$ cat src/hw/rtl/dbd_pkg.sv
package dbd_pkg;

	localparam int unsigned TimeW = 32;
	localparam int unsigned ConfW = 16;
	localparam int unsigned IvlW  = 16;
	localparam int unsigned AddrW = 5;
	localparam int unsigned DataW = 32;

	// register map, index = paddr / 4
	localparam logic [2:0] REG_MIN_INTERVAL = 3'd0;
	localparam logic [2:0] REG_MAX_INTERVAL = 3'd1;
	localparam logic [2:0] REG_WAIT_TIMEOUT = 3'd2;
	localparam logic [2:0] REG_REFRACTORY   = 3'd3;
	localparam logic [2:0] REG_EMIT_SINGLE  = 3'd4;

	localparam logic [IvlW-1:0] RST_MIN_INTERVAL = 16'd100;
	localparam logic [IvlW-1:0] RST_MAX_INTERVAL = 16'd600;
	localparam logic [IvlW-1:0] RST_WAIT_TIMEOUT = 16'd700;
	localparam logic [IvlW-1:0] RST_REFRACTORY   = 16'd500;
	localparam logic            RST_EMIT_SINGLE  = 1'b0;

	localparam logic OP_TICK  = 1'b0;
	localparam logic OP_BLINK = 1'b1;

	localparam logic EV_SINGLE = 1'b0;
	localparam logic EV_DOUBLE = 1'b1;

	typedef enum logic [1:0] {
		MODE_IDLE = 2'd0,
		MODE_WAIT = 2'd1,
		MODE_REFR = 2'd2
	} mode_t;

	typedef struct packed {
		logic [IvlW-1:0] min_interval_ms;
		logic [IvlW-1:0] max_interval_ms;
		logic [IvlW-1:0] wait_timeout_ms;
		logic [IvlW-1:0] refractory_ms;
		logic            emit_single_on_timeout;
	} cfg_t;

	typedef struct packed {
		logic             event_kind;
		logic [TimeW-1:0] event_time_ms;
		logic [TimeW-1:0] first_blink_ms;
		logic [TimeW-1:0] second_blink_ms;
		logic             has_second;
		logic [IvlW-1:0]  gap_ms;
		logic             has_gap;
		logic [ConfW-1:0] event_confidence;
	} event_t;

endpackage

$ cat src/hw/rtl/dbd_apb_regs.sv
module dbd_apb_regs (
	input  logic                          clk,
	input  logic                          arst_n,
	input  logic                          psel,
	input  logic                          penable,
	input  logic                          pwrite,
	input  logic [dbd_pkg::AddrW-1:0]     paddr,
	input  logic [dbd_pkg::DataW-1:0]     pwdata,
	output logic [dbd_pkg::DataW-1:0]     prdata,
	output logic                          pready,
	output dbd_pkg::cfg_t                 cfg
);

	dbd_pkg::cfg_t cfg_q;
	logic [2:0]    reg_idx;
	logic          wr_en;

	assign pready  = 1'b1;
	assign reg_idx = paddr[dbd_pkg::AddrW-1:2];
	assign wr_en   = psel & penable & pwrite & pready;
	assign cfg     = cfg_q;

	always_ff @(posedge clk or negedge arst_n) begin
		if (!arst_n) begin
			cfg_q.min_interval_ms        <= dbd_pkg::RST_MIN_INTERVAL;
			cfg_q.max_interval_ms        <= dbd_pkg::RST_MAX_INTERVAL;
			cfg_q.wait_timeout_ms        <= dbd_pkg::RST_WAIT_TIMEOUT;
			cfg_q.refractory_ms          <= dbd_pkg::RST_REFRACTORY;
			cfg_q.emit_single_on_timeout <= dbd_pkg::RST_EMIT_SINGLE;
		end else if (wr_en) begin
			case (reg_idx)
				dbd_pkg::REG_MIN_INTERVAL: begin
					cfg_q.min_interval_ms <= pwdata[dbd_pkg::IvlW-1:0];
				end
				dbd_pkg::REG_MAX_INTERVAL: begin
					cfg_q.max_interval_ms <= pwdata[dbd_pkg::IvlW-1:0];
				end
				dbd_pkg::REG_WAIT_TIMEOUT: begin
					cfg_q.wait_timeout_ms <= pwdata[dbd_pkg::IvlW-1:0];
				end
				dbd_pkg::REG_REFRACTORY: begin
					cfg_q.refractory_ms <= pwdata[dbd_pkg::IvlW-1:0];
				end
				dbd_pkg::REG_EMIT_SINGLE: begin
					cfg_q.emit_single_on_timeout <= pwdata[0];
				end
				default: begin
				end
			endcase
		end
	end

	always_comb begin
		case (reg_idx)
			dbd_pkg::REG_MIN_INTERVAL: prdata = {16'd0, cfg_q.min_interval_ms};
			dbd_pkg::REG_MAX_INTERVAL: prdata = {16'd0, cfg_q.max_interval_ms};
			dbd_pkg::REG_WAIT_TIMEOUT: prdata = {16'd0, cfg_q.wait_timeout_ms};
			dbd_pkg::REG_REFRACTORY:   prdata = {16'd0, cfg_q.refractory_ms};
			dbd_pkg::REG_EMIT_SINGLE:  prdata = {31'd0, cfg_q.emit_single_on_timeout};
			default:                   prdata = '0;
		endcase
	end

endmodule

$ cat src/hw/rtl/dbd_engine.sv
module dbd_engine (
	input  logic                          clk,
	input  logic                          arst_n,
	input  logic                          fire,
	input  logic                          opcode,
	input  logic [dbd_pkg::TimeW-1:0]     time_ms,
	input  logic [dbd_pkg::ConfW-1:0]     blink_confidence,
	input  dbd_pkg::cfg_t                 cfg,
	output logic                          emit,
	output dbd_pkg::event_t               ev
);

	dbd_pkg::mode_t             mode_q, mode_n, mode_chk;
	logic [dbd_pkg::TimeW-1:0]  first_time_q, first_time_n;
	logic [dbd_pkg::ConfW-1:0]  first_conf_q, first_conf_n;
	logic [dbd_pkg::TimeW-1:0]  refr_end_q, refr_end_n;
	logic [dbd_pkg::TimeW-1:0]  since_first, since_refr;
	logic                       wait_expired, refr_done;
	logic [dbd_pkg::ConfW-1:0]  min_conf;

	always_ff @(posedge clk or negedge arst_n) begin
		if (!arst_n) begin
			mode_q       <= dbd_pkg::MODE_IDLE;
			first_time_q <= '0;
			first_conf_q <= '0;
			refr_end_q   <= '0;
		end else if (fire) begin
			mode_q       <= mode_n;
			first_time_q <= first_time_n;
			first_conf_q <= first_conf_n;
			refr_end_q   <= refr_end_n;
		end
	end

	assign since_first = time_ms - first_time_q;
	assign since_refr  = time_ms - refr_end_q;
	assign min_conf    = (first_conf_q < blink_confidence) ? first_conf_q : blink_confidence;

	always_comb begin
		wait_expired = (mode_q == dbd_pkg::MODE_WAIT) &&
			(since_first > {16'd0, cfg.wait_timeout_ms});
		// refractory is over once the end time is not in the future (sign of time minus end time)
		refr_done = (mode_q == dbd_pkg::MODE_REFR) && !since_refr[dbd_pkg::TimeW-1];

		case (mode_q)
			dbd_pkg::MODE_WAIT: mode_chk = wait_expired ? dbd_pkg::MODE_IDLE : dbd_pkg::MODE_WAIT;
			dbd_pkg::MODE_REFR: mode_chk = refr_done ? dbd_pkg::MODE_IDLE : dbd_pkg::MODE_REFR;
			default:            mode_chk = dbd_pkg::MODE_IDLE;
		endcase

		mode_n       = mode_chk;
		first_time_n = first_time_q;
		first_conf_n = wait_expired ? '0 : first_conf_q;
		refr_end_n   = refr_end_q;
		emit         = 1'b0;

		ev.event_kind       = dbd_pkg::EV_SINGLE;
		ev.event_time_ms    = time_ms;
		ev.first_blink_ms   = first_time_q;
		ev.second_blink_ms  = '0;
		ev.has_second       = 1'b0;
		ev.gap_ms           = '0;
		ev.has_gap          = 1'b0;
		ev.event_confidence = first_conf_q;

		if (opcode == dbd_pkg::OP_TICK) begin
			emit = wait_expired & cfg.emit_single_on_timeout;
		end else begin
			case (mode_chk)
				dbd_pkg::MODE_REFR: begin
				end
				dbd_pkg::MODE_WAIT: begin
					// too soon: drop the blink
					if (since_first < {16'd0, cfg.min_interval_ms}) begin
					end else if (since_first <= {16'd0, cfg.max_interval_ms}) begin
						emit                = 1'b1;
						ev.event_kind       = dbd_pkg::EV_DOUBLE;
						ev.second_blink_ms  = time_ms;
						ev.has_second       = 1'b1;
						ev.gap_ms           = since_first[dbd_pkg::IvlW-1:0];
						ev.has_gap          = 1'b1;
						ev.event_confidence = min_conf;
						mode_n              = dbd_pkg::MODE_REFR;
						refr_end_n          = time_ms + {16'd0, cfg.refractory_ms};
					end else begin
						// too late: restart the sequence from this blink
						first_time_n = time_ms;
						first_conf_n = blink_confidence;
					end
				end
				default: begin
					mode_n       = dbd_pkg::MODE_WAIT;
					first_time_n = time_ms;
					first_conf_n = blink_confidence;
				end
			endcase
		end
	end

endmodule

$ cat src/hw/rtl/double_blink_detector_core.sv
// Path: the input register takes an accepted beat, and the result register takes the event
// that the engine emits from it; the master side is driven from the result register.
// Throughput: one tick or blink beat per cycle; the input register advances
// whenever the result register is free or the item yields no event.
// Reset: arst_n asynchronous, active low; clears mode to idle, the stored
// timestamps and both valid flags, and loads the register defaults.
module double_blink_detector_core (
	input  logic                          clk,
	input  logic                          arst_n,
	// APB configuration
	input  logic                          psel,
	input  logic                          penable,
	input  logic                          pwrite,
	input  logic [dbd_pkg::AddrW-1:0]     paddr,
	input  logic [dbd_pkg::DataW-1:0]     pwdata,
	output logic [dbd_pkg::DataW-1:0]     prdata,
	output logic                          pready,
	// input stream
	input  logic                          s_tvalid,
	output logic                          s_tready,
	input  logic [47:0]                   s_tdata,  // time_ms[31:0], blink_confidence[47:32]
	input  logic                          s_tuser,  // opcode
	// event stream
	output logic                          m_tvalid,
	input  logic                          m_tready,
	// event_time_ms[31:0], first_blink_ms[63:32], second_blink_ms[95:64],
	// has_second[96], gap_ms[112:97], has_gap[113], event_confidence[129:114], zero pad
	output logic [135:0]                  m_tdata,
	output logic                          m_tuser   // event_kind
);

	dbd_pkg::cfg_t              cfg;
	dbd_pkg::event_t            ev, ev_s2;
	logic                       item_valid_s1, opcode_s1;
	logic [dbd_pkg::TimeW-1:0]  time_s1;
	logic [dbd_pkg::ConfW-1:0]  conf_s1;
	logic                       out_valid_s2;
	logic                       emit, fire, out_free;

	dbd_apb_regs u_regs (
		.clk     (clk),
		.arst_n  (arst_n),
		.psel    (psel),
		.penable (penable),
		.pwrite  (pwrite),
		.paddr   (paddr),
		.pwdata  (pwdata),
		.prdata  (prdata),
		.pready  (pready),
		.cfg     (cfg)
	);

	dbd_engine u_engine (
		.clk              (clk),
		.arst_n           (arst_n),
		.fire             (fire),
		.opcode           (opcode_s1),
		.time_ms          (time_s1),
		.blink_confidence (conf_s1),
		.cfg              (cfg),
		.emit             (emit),
		.ev               (ev)
	);

	assign out_free = !out_valid_s2 || m_tready;
	assign fire     = item_valid_s1 && (out_free || !emit);
	assign s_tready = !item_valid_s1 || fire;

	always_ff @(posedge clk or negedge arst_n) begin
		if (!arst_n) begin
			item_valid_s1 <= 1'b0;
		end else if (s_tready) begin
			item_valid_s1 <= s_tvalid;
		end
	end

	always_ff @(posedge clk) begin
		if (s_tready && s_tvalid) begin
			opcode_s1 <= s_tuser;
			time_s1   <= s_tdata[31:0];
			conf_s1   <= s_tdata[47:32];
		end
	end

	always_ff @(posedge clk or negedge arst_n) begin
		if (!arst_n) begin
			out_valid_s2 <= 1'b0;
		end else if (fire && emit) begin
			out_valid_s2 <= 1'b1;
		end else if (m_tready) begin
			out_valid_s2 <= 1'b0;
		end
	end

	// hold the event while the master side stalls
	always_ff @(posedge clk) begin
		if (fire && emit) begin
			ev_s2 <= ev;
		end
	end

	assign m_tvalid = out_valid_s2;
	assign m_tuser  = ev_s2.event_kind;
	assign m_tdata  = {6'd0, ev_s2.event_confidence, ev_s2.has_gap, ev_s2.gap_ms,
		ev_s2.has_second, ev_s2.second_blink_ms, ev_s2.first_blink_ms,
		ev_s2.event_time_ms};

endmodule

$ cat config.mk
export PLATFORM = sky130hd
export DESIGN_NAME = double_blink_detector_core
export DESIGN_NICKNAME = d
export VERILOG_FILES = /design/src/hw/rtl/dbd_pkg.sv /design/src/hw/rtl/dbd_apb_regs.sv /design/src/hw/rtl/dbd_engine.sv /design/src/hw/rtl/double_blink_detector_core.sv
export SDC_FILE = /design/constraint.sdc
export NUM_CORES = 1
export LEC_CHECK = 0
export BUFFER_PORTS_ARGS = -buffer_cell sky130_fd_sc_hd__buf_2
export CELL_PAD_IN_SITES_DETAIL_PLACEMENT = 0
export CELL_PAD_IN_SITES_GLOBAL_PLACEMENT = 1
export CORE_MARGIN = 2
export CORE_UTILIZATION = 40
export DETAILED_ROUTE_END_ITERATION = 7
export PLACE_DENSITY = 0.76
export SLEW_MARGIN = 20
export SYNTH_ARGS = -nofsm -noshare
export SYNTH_HDL_FRONTEND = slang
export SYNTH_SLANG_ARGS = --single-unit
$ cat constraint.sdc
create_clock -name clk -period 14.9 [get_ports clk]
set_input_delay 0.745 -clock clk [delete_from_list [all_inputs] [get_ports clk]]
set_output_delay 0.745 -clock clk [all_outputs]
set_load 0.1 [all_outputs]
==> results of run 1 <==
## power by group through the flow
| stage | clock, W | combinational, W | sequential (W) |
|---|---|---|---|
| floorplan | 0 | 0.000632 | 0.00117 |
| global placement | 0 | 0.000888 | 0.00114 |
| detailed placement | 0 | 0.000902 | 0.00114 |
| CTS | 0.00101 | 0.000908 | 0.00113 |
| global route | 0.00105 | 0.00101 | 0.00114 |
| finish | 0.000987 | 0.000903 | 0.00112 |
## worst paths after layout
kind | start | to | slack, ns | cells past startpoint
min in group clk | s_tdata[18] | time_s1[18] | 0.37 | 1
hold / removal | arst_n | u_regs.cfg[58] | 0.22 | 1
setup reg to reg | time_s1[0] | m_tdata[107] | 7.41 | 30
setup / recovery | time_s1[0] | s_tready | 7.25 | 29
hold reg to reg | u_engine.first_time_q[30] | m_tdata[62] | 0.46 | 0
max in group asynchronous | arst_n | u_regs.cfg[19] | 13.45 | 3
## sequential cells by signal (all words and copies together), names as in the netlist
register               flops
u_engine.first_conf_q     16
u_regs.cfg                65
m_tuser                    1
conf_s1                   16
u_engine.mode_q            2
m_tvalid                   1
item_valid_s1              1
opcode_s1                  1
u_engine.first_time_q     32
u_engine.refr_end_q       32
m_tdata                  129
time_s1                   32
## worst max-delay path: cells and delay by family (launching register included)
| kind | cells | cell delay [ns] |
|---|---|---|
| AO/OA/AOI/OAI | 5 | 1.73 |
| AND/OR/NAND/NOR | 14 | 1.64 |
| adder cells (fa/ha/maj) | 4 | 1.07 |
| buffers and inverters | 5 | 0.99 |
| XOR/XNOR | 1 | 0.45 |
| flip-flops | 1 | 0.40 |
## metrics by stage
stage	total power [W]	cells	utilization	worst slack [ns]	area (sq um)
floorplan	0.00180	1551	-	4.72	17600
global placement	0.00203	2300	0.444	7.49	19200
detailed placement	0.00204	2300	0.444	7.37	19200
CTS	0.00304	2371	0.475	7.17	20500
global route	0.00319	2372	0.476	6.75	20500
finish	0.00301	2373	0.476	7.25	20500
## kinds of logic (layout without fill, tap and decap cells)
| kind of cell | count (synthesis) | in the layout |
|---|---|---|
| buffers and inverters | 239 | 475 |
| adder cells (fa/ha/maj) | 145 | 145 |
| multiplexers | 105 | 105 |
| other | 2 | 24 |
| AO/OA/AOI/OAI | 311 | 311 |
| flip-flops | 328 | 328 |
| AND/OR/NAND/NOR | 346 | 346 |
| XOR/XNOR | 54 | 54 |
## synthesized netlist by cell type, types with 4 or more instances
cell type,n,area [sq um]
o211ai_1,8,60.1
mux2_1,31,349
nand2b_1,17,106
nor2b_1,6,37.5
o2bb2ai_2,10,150
nand3_1,20,100
o2bb2ai_1,7,61.3
o21a_1,12,90.1
xor2_1,22,193
inv_1,168,631
o21ai_1,36,180
a21boi_0,4,30.0
mux2_2,37,417
xnor2_1,32,280
buf_1,4,15.0
mux2i_1,22,220
nor2_1,54,203
buf_6,5,56.3
or2_2,4,25.0
o31ai_1,5,37.5
buf_4,25,188
a21oi_1,88,440
nand2_1,119,447
mux4_2,15,338
or3_1,4,25.0
nor3_1,16,80.1
a21o_1,35,263
ha_1,143,1790
a221oi_1,4,35.0
and2_1,59,369
a31oi_1,7,43.8
o21ai_0,62,310
nor4_1,6,37.5
dfstp_2,19,499
dfrtp_1,130,3250
clkbuf_1,35,131
and3_1,4,25.0
edfxtp_1,179,5380
nand4_1,26,163
## cells in the final DEF (no fill, tap or decap), types with 35 or more instances in the layout
cell type  instances
buf_2            222
edfxtp_1         179
inv_1            168
ha_1             143
dfrtp_1          130
nand2_1          119
a21oi_1           88
o21ai_0           62
and2_1            59
nor2_1            53
clkbuf_16         41
mux2_2            37
o21ai_1           36
a21o_1            35
## routing by layer
| layer | track usage | wire (um) | vias up |
|---|---|---|---|
| met5 | 0 | 0 | - |
| met1 | 0.266 | 20100 | 5818 |
| met4 | 0.0500 | 901 | 0 |
| li1 | - | - | 5855 |
| met2 | 0.313 | 20400 | 260 |
| met3 | 0.0385 | 2150 | 54 |
## layout make-up
| type | instances | area (sq um) | share of cell area |
|---|---|---|---|
| sequential | 328 | 9130 | 0.444 |
| clock buffer | 49 | 1080 | 0.0524 |
| clock inverter | 22 | 264 | 0.0129 |
| inverter | 169 | 639 | 0.0311 |
| multi-input combinational | 984 | 7470 | 0.364 |
| tap | 585 | 732 | 0.0356 |
| timing repair buffer | 235 | 1230 | 0.0600 |
| antenna | 1 | 2.50 | 0.000122 |
==> qor.txt, run 1 <==
Avg Inst Size Synth: 11.5 sq um
Seq cells post-synth: 328
Vias in the first global route: 12.0k
Die height: 213 um
CTS HTree Levels: 2
Sequential share of the synthesized area: 0.521
Routed Antenna Nets: 0
Max cap viols: 0
Critical Path AT: 6.90 ns
Synth Area in Adders: 0.104
WHS: 0.225 ns
Die W: 213 um
Die area: 45500 sq um
Sequential Power Share: 0.373
CP required: 14.16 ns
Max Clk Rate: 0.131 GHz
Port Buffers: 223
Worst-path clk slew: 0.06 ns
Synth unique cells: 75
Worst path most repeated cell: nand2_1
Post-cts resize count: 0
Share of cells above drive strength 1: 0.223
NumNets Final: 1995
RSZ-0062 raised after global routing: no
Mux share of post-synthesis cell area: 0.0755
Int Pwr: 0.00198 W
CTS buffer count: 39
Worst stage delay on the critical path: 0.45 ns
CP Max Fanout: 45
Setup CP Type: flip-flop to output pin
Switching portion of total power: 0.343
Fillers: 4003
Fin Setup TNS: 0 ns
Xor and xnor fraction of the mapped netlist area: 0.0270
Vias: 12.0k
Placeable Area: 43200 sq um
Row cnt: 76
Primary FF master, synth: edfxtp_1
Simple-gate area share of the yosys netlist: 0.0985
Hold Path Class: input port to asynchronous set/reset pin
Mean routed wirelength per cell: 18.4 um
Worst setup SP type: flip-flop
Power Dens Cells: 147 nW/um^2
Routed Wire Length: 43600 um
# DRC: 0
Power share of the clock group: 0.327
Switching power: 0.00103 W
CTS tree: done
Compound-Gate Fraction of Synth Area: 0.115
Tmin final: 7.65 ns
Initial DRC count: 587
Initial antenna violation count: 0
Status: complete, no violations
Total global-route track usage: 0.193
Comb pwr share: 0.300
Final setup vio count: 0
Post-synth EDFFs: 179
Endpoint type of the worst setup path: output pin
Clock root cell: clkbuf_16
Area Overhead vs Synth: 17.2%
Endpoints failing hold: 0
Slowest-stage cell, CP: xor2_1
Initial Util: 0.406
P_leak: 9.03 nW
Post-DP HPWL: 31700 um
Hold_buf cts: 0
Least-Margin Pin Slew: 1.07 ns
Worst-Skew Late Latency: 0.55 ns
Gpl congestion: 0.872
FFs w/ async S/R, synth: 0.454
Top-Level Pins: 265
Max_slew headroom: 0.283
Peak VDD IR: 0.0000827 V
Layout Skew: 0.0182 ns
Post-CTS Setup Bufs: 0
Clock Path Buffers: 3
Via/cell ratio: 5.05
Yosys warns: 0
Final Max Tran Viols: 0
Syn Inst Count: 1530
First-pass GRT wire length: 67400 um
Largest net degree at the start of global routing: 77
Fin crit share: 0.513
Largest family of logic cells by synthesized area: compound AO/OA/AOI/OAI gates
Grt total ovfl: 0
CTS sink cnt: 328
Mapped Area: 17500 sq um
DR pass1 iterations: 5
(Power assumes the default switching activity.)
==> run 2: changes to the inputs <==
==> constraint.sdc (replaced) <==
create_clock -name clk -period 7.8 [get_ports clk]
set_input_delay 0.39 -clock clk [delete_from_list [all_inputs] [get_ports clk]]
set_output_delay 0.39 -clock clk [all_outputs]
set_load 0.1 [all_outputs]
==> run 2 against run 1 <==
Compared with the run above:
- register-to-register slack lost 6.4 ns
- count of clock-buffer cells in the layout fell by 6
- design area is 2.4% higher
- wire length increased by 1.1%
- first-iteration DRC count shrank 1.4%
- largest cell class unchanged
- critical path depth unchanged
- sequential share of layout area fell by 1.1 points
- hold slack got worse by 0.18 ns
==> qor.txt, run 2 (synthesis gave the netlist of run 1 again) <==
Clock root cell: clkbuf_16
Most frequent cells in the layout: buf_2 (222), edfxtp_1 (179), inv_1 (168)
CTS tree: done
Worst Hold Endpoint: time_s1[9]
Power Dens Cells: 278 nW/um^2 (+89%)
Area of the multi-input gates: 7470 sq um (unchanged)
Post-DP HPWL: 31500 um (-0.44%)
Share of cells above drive strength 1: 0.216 (-0.00680)
Placeable Area: 43200 sq um (unchanged)
# diodes: 0 (-1)
R2r worst-path depth: 29 (-3.3%)
CTS HTree Levels: 2 (unchanged)
Crit path max-delay family: compound AO/OA/AOI/OAI gates
# DRC: 0 (unchanged)
Layout Skew: 0.0340 ns (+0.0158 ns)
Max_slew headroom: 0.272 (-0.0102)
Peak VDD IR: 0.000161 V (+95%)
Largest net degree at the start of global routing: 78 (+1.3%)
Hold Path Class: input port to flip-flop
CP required: 7.41 ns (-6.75 ns)
NumNets Final: 2042 (+2.4%)
Pre-CTS setup slack: 0.917 ns (-6.45 ns)
Hold Crit Depth: 1
RSZ-0062 raised after global routing: no
Max cap viols: 0 (unchanged)
Top-Level Pins: 265 (unchanged)
Clock Path Buffers: 3 (unchanged)
Least-Margin Pin Slew: 1.09 ns (+0.0153 ns)
Gpl congestion: 0.905 (+3.8%)
Initial antenna violation count: 1 (+1)
Setup CP Type: flip-flop to output pin
CTS buffer count: 38 (-2.6%)
Port Buffers: 223 (unchanged)
Die height: 213 um (unchanged)
Via/cell ratio: 5.04 (-0.15%)
Slowest-stage cell, CP: buf_2
Die W: 213 um (unchanged)
Worst-Skew Late Latency: 0.57 ns (+0.02 ns)
Routed Wire Length: 44100 um (+1.1%)
Flip-flop count of the largest register after layout: 129 (unchanged)
Worst hold start: s_tdata[9]
Setup WS post-layout: 0.690 ns (-6.56 ns)
Critical Path AT: 6.72 ns (-0.18 ns)
Initial Util: 0.406 (unchanged)
Worst-path clk slew: 0.06 ns (about the same)
Grt total ovfl: 0 (unchanged)
Worst path most repeated cell: nand2_1
Endpoint type of the worst setup path: output pin
Routed Antenna Nets: 0 (unchanged)
Capture point of the worst reg-to-reg path: m_tdata[55]
Commonest non-fill, non-tap cell in the layout: buf_2
Fin Setup TNS: 0 ns (unchanged)
Post-cts resize count: 0 (unchanged)
Reg2Reg Launch Point: time_s1[0]
WP buf/inv: 5 (unchanged)
Final setup vio count: 0 (unchanged)
Fillers: 3941 (-1.5%)
Max Clk Rate: 0.141 GHz
Initial DRC count: 579 (-1.4%)
Mean routed wirelength per cell: 18.2 um (-0.83%)
Area Overhead vs Synth: 20.0%
Endpoints failing hold: 0 (unchanged)
Worst stage delay on the critical path: 0.44 ns (about the same)
P_leak: 9.23 nW (+2.1%)
Fin crit share: 0.912
Die area: 45500 sq um (unchanged)
First-pass GRT wire length: 68600 um (+1.8%)
CP Max Fanout: 44 (-2.2%)
Worst setup SP type: flip-flop
Row cnt: 76 (unchanged)
Vias in the first global route: 12.1k (+0.74%)
FF+latch area: 9130 sq um (unchanged)
R2R Setup Slk: 1.03 ns (-6.38 ns)
Status: complete, no violations
DR pass1 iterations: 5 (unchanged)
Final Max Tran Viols: 0 (unchanged)
Tmin final: 7.11 ns
Vias: 12.2k (+1.8%)
Total global-route track usage: 0.198 (+0.00472)
CTS sink cnt: 328 (unchanged)
## run 2: metrics by stage
step	area, sq um	total power [W]	hold WS [ns]	cells	util
floorplan	17600	0.00344	0.0944	1551	-
CTS	21000	0.00590	0.000511	2418	0.487
finish	21000	0.00585	0.0407	2419	0.487
global route	21000	0.00618	0.00702	2419	0.487
global placement	19200	0.00388	0.435	2302	0.444
detailed placement	19200	0.00390	0.442	2302	0.444
## run 2: area by class of cell
type,count,share of cell area
Tap cell,585,0.0348
Inverter,169,0.0304
Clock inverter,27,0.0182
Clock buffer,43,0.0476
Timing Repair Buffer,283,0.0803
Multi-Input combinational cell,984,0.355
Sequential cell,328,0.434
## run 2: per-layer routing
| metal | part of all wire | vias up | track usage |
|---|---|---|---|
| met3 | 0.051 | 64 | 0.0417 |
| li1 | - | 5953 | - |
| met4 | 0.025 | 0 | 0.0591 |
| met5 | 0 | - | 0 |
| met2 | 0.46 | 290 | 0.310 |
| met1 | 0.46 | 5894 | 0.276 |
## run 2: timing repair
action | CTS | global route
hold buffers | 46 | 1
hold endpoints to repair | 118 | 1
setup buffers | 0 | 0
## run 2: worst max path at each step
stage	start	endpoint	slack, ns	cells past startpoint
4_1_cts	time_s1[0]	s_tready	0.47	29
3_3_place_gp	time_s1[0]	m_tdata[101]	1.08	29
6_report	time_s1[0]	s_tready	0.69	29
3_5_place_dp	time_s1[0]	m_tdata[101]	0.92	29
5_1_grt	time_s1[0]	s_tready	0.11	29
2_1_floorplan	time_s1[0]	conf_s1[0]	0.88	28
## run 2: where the power goes
group	internal (W)	switching (W)
logic	0.000631	0.00112
clock network	0.00120	0.000748
registers	0.00202	0.000131
total	0.00385	0.00200
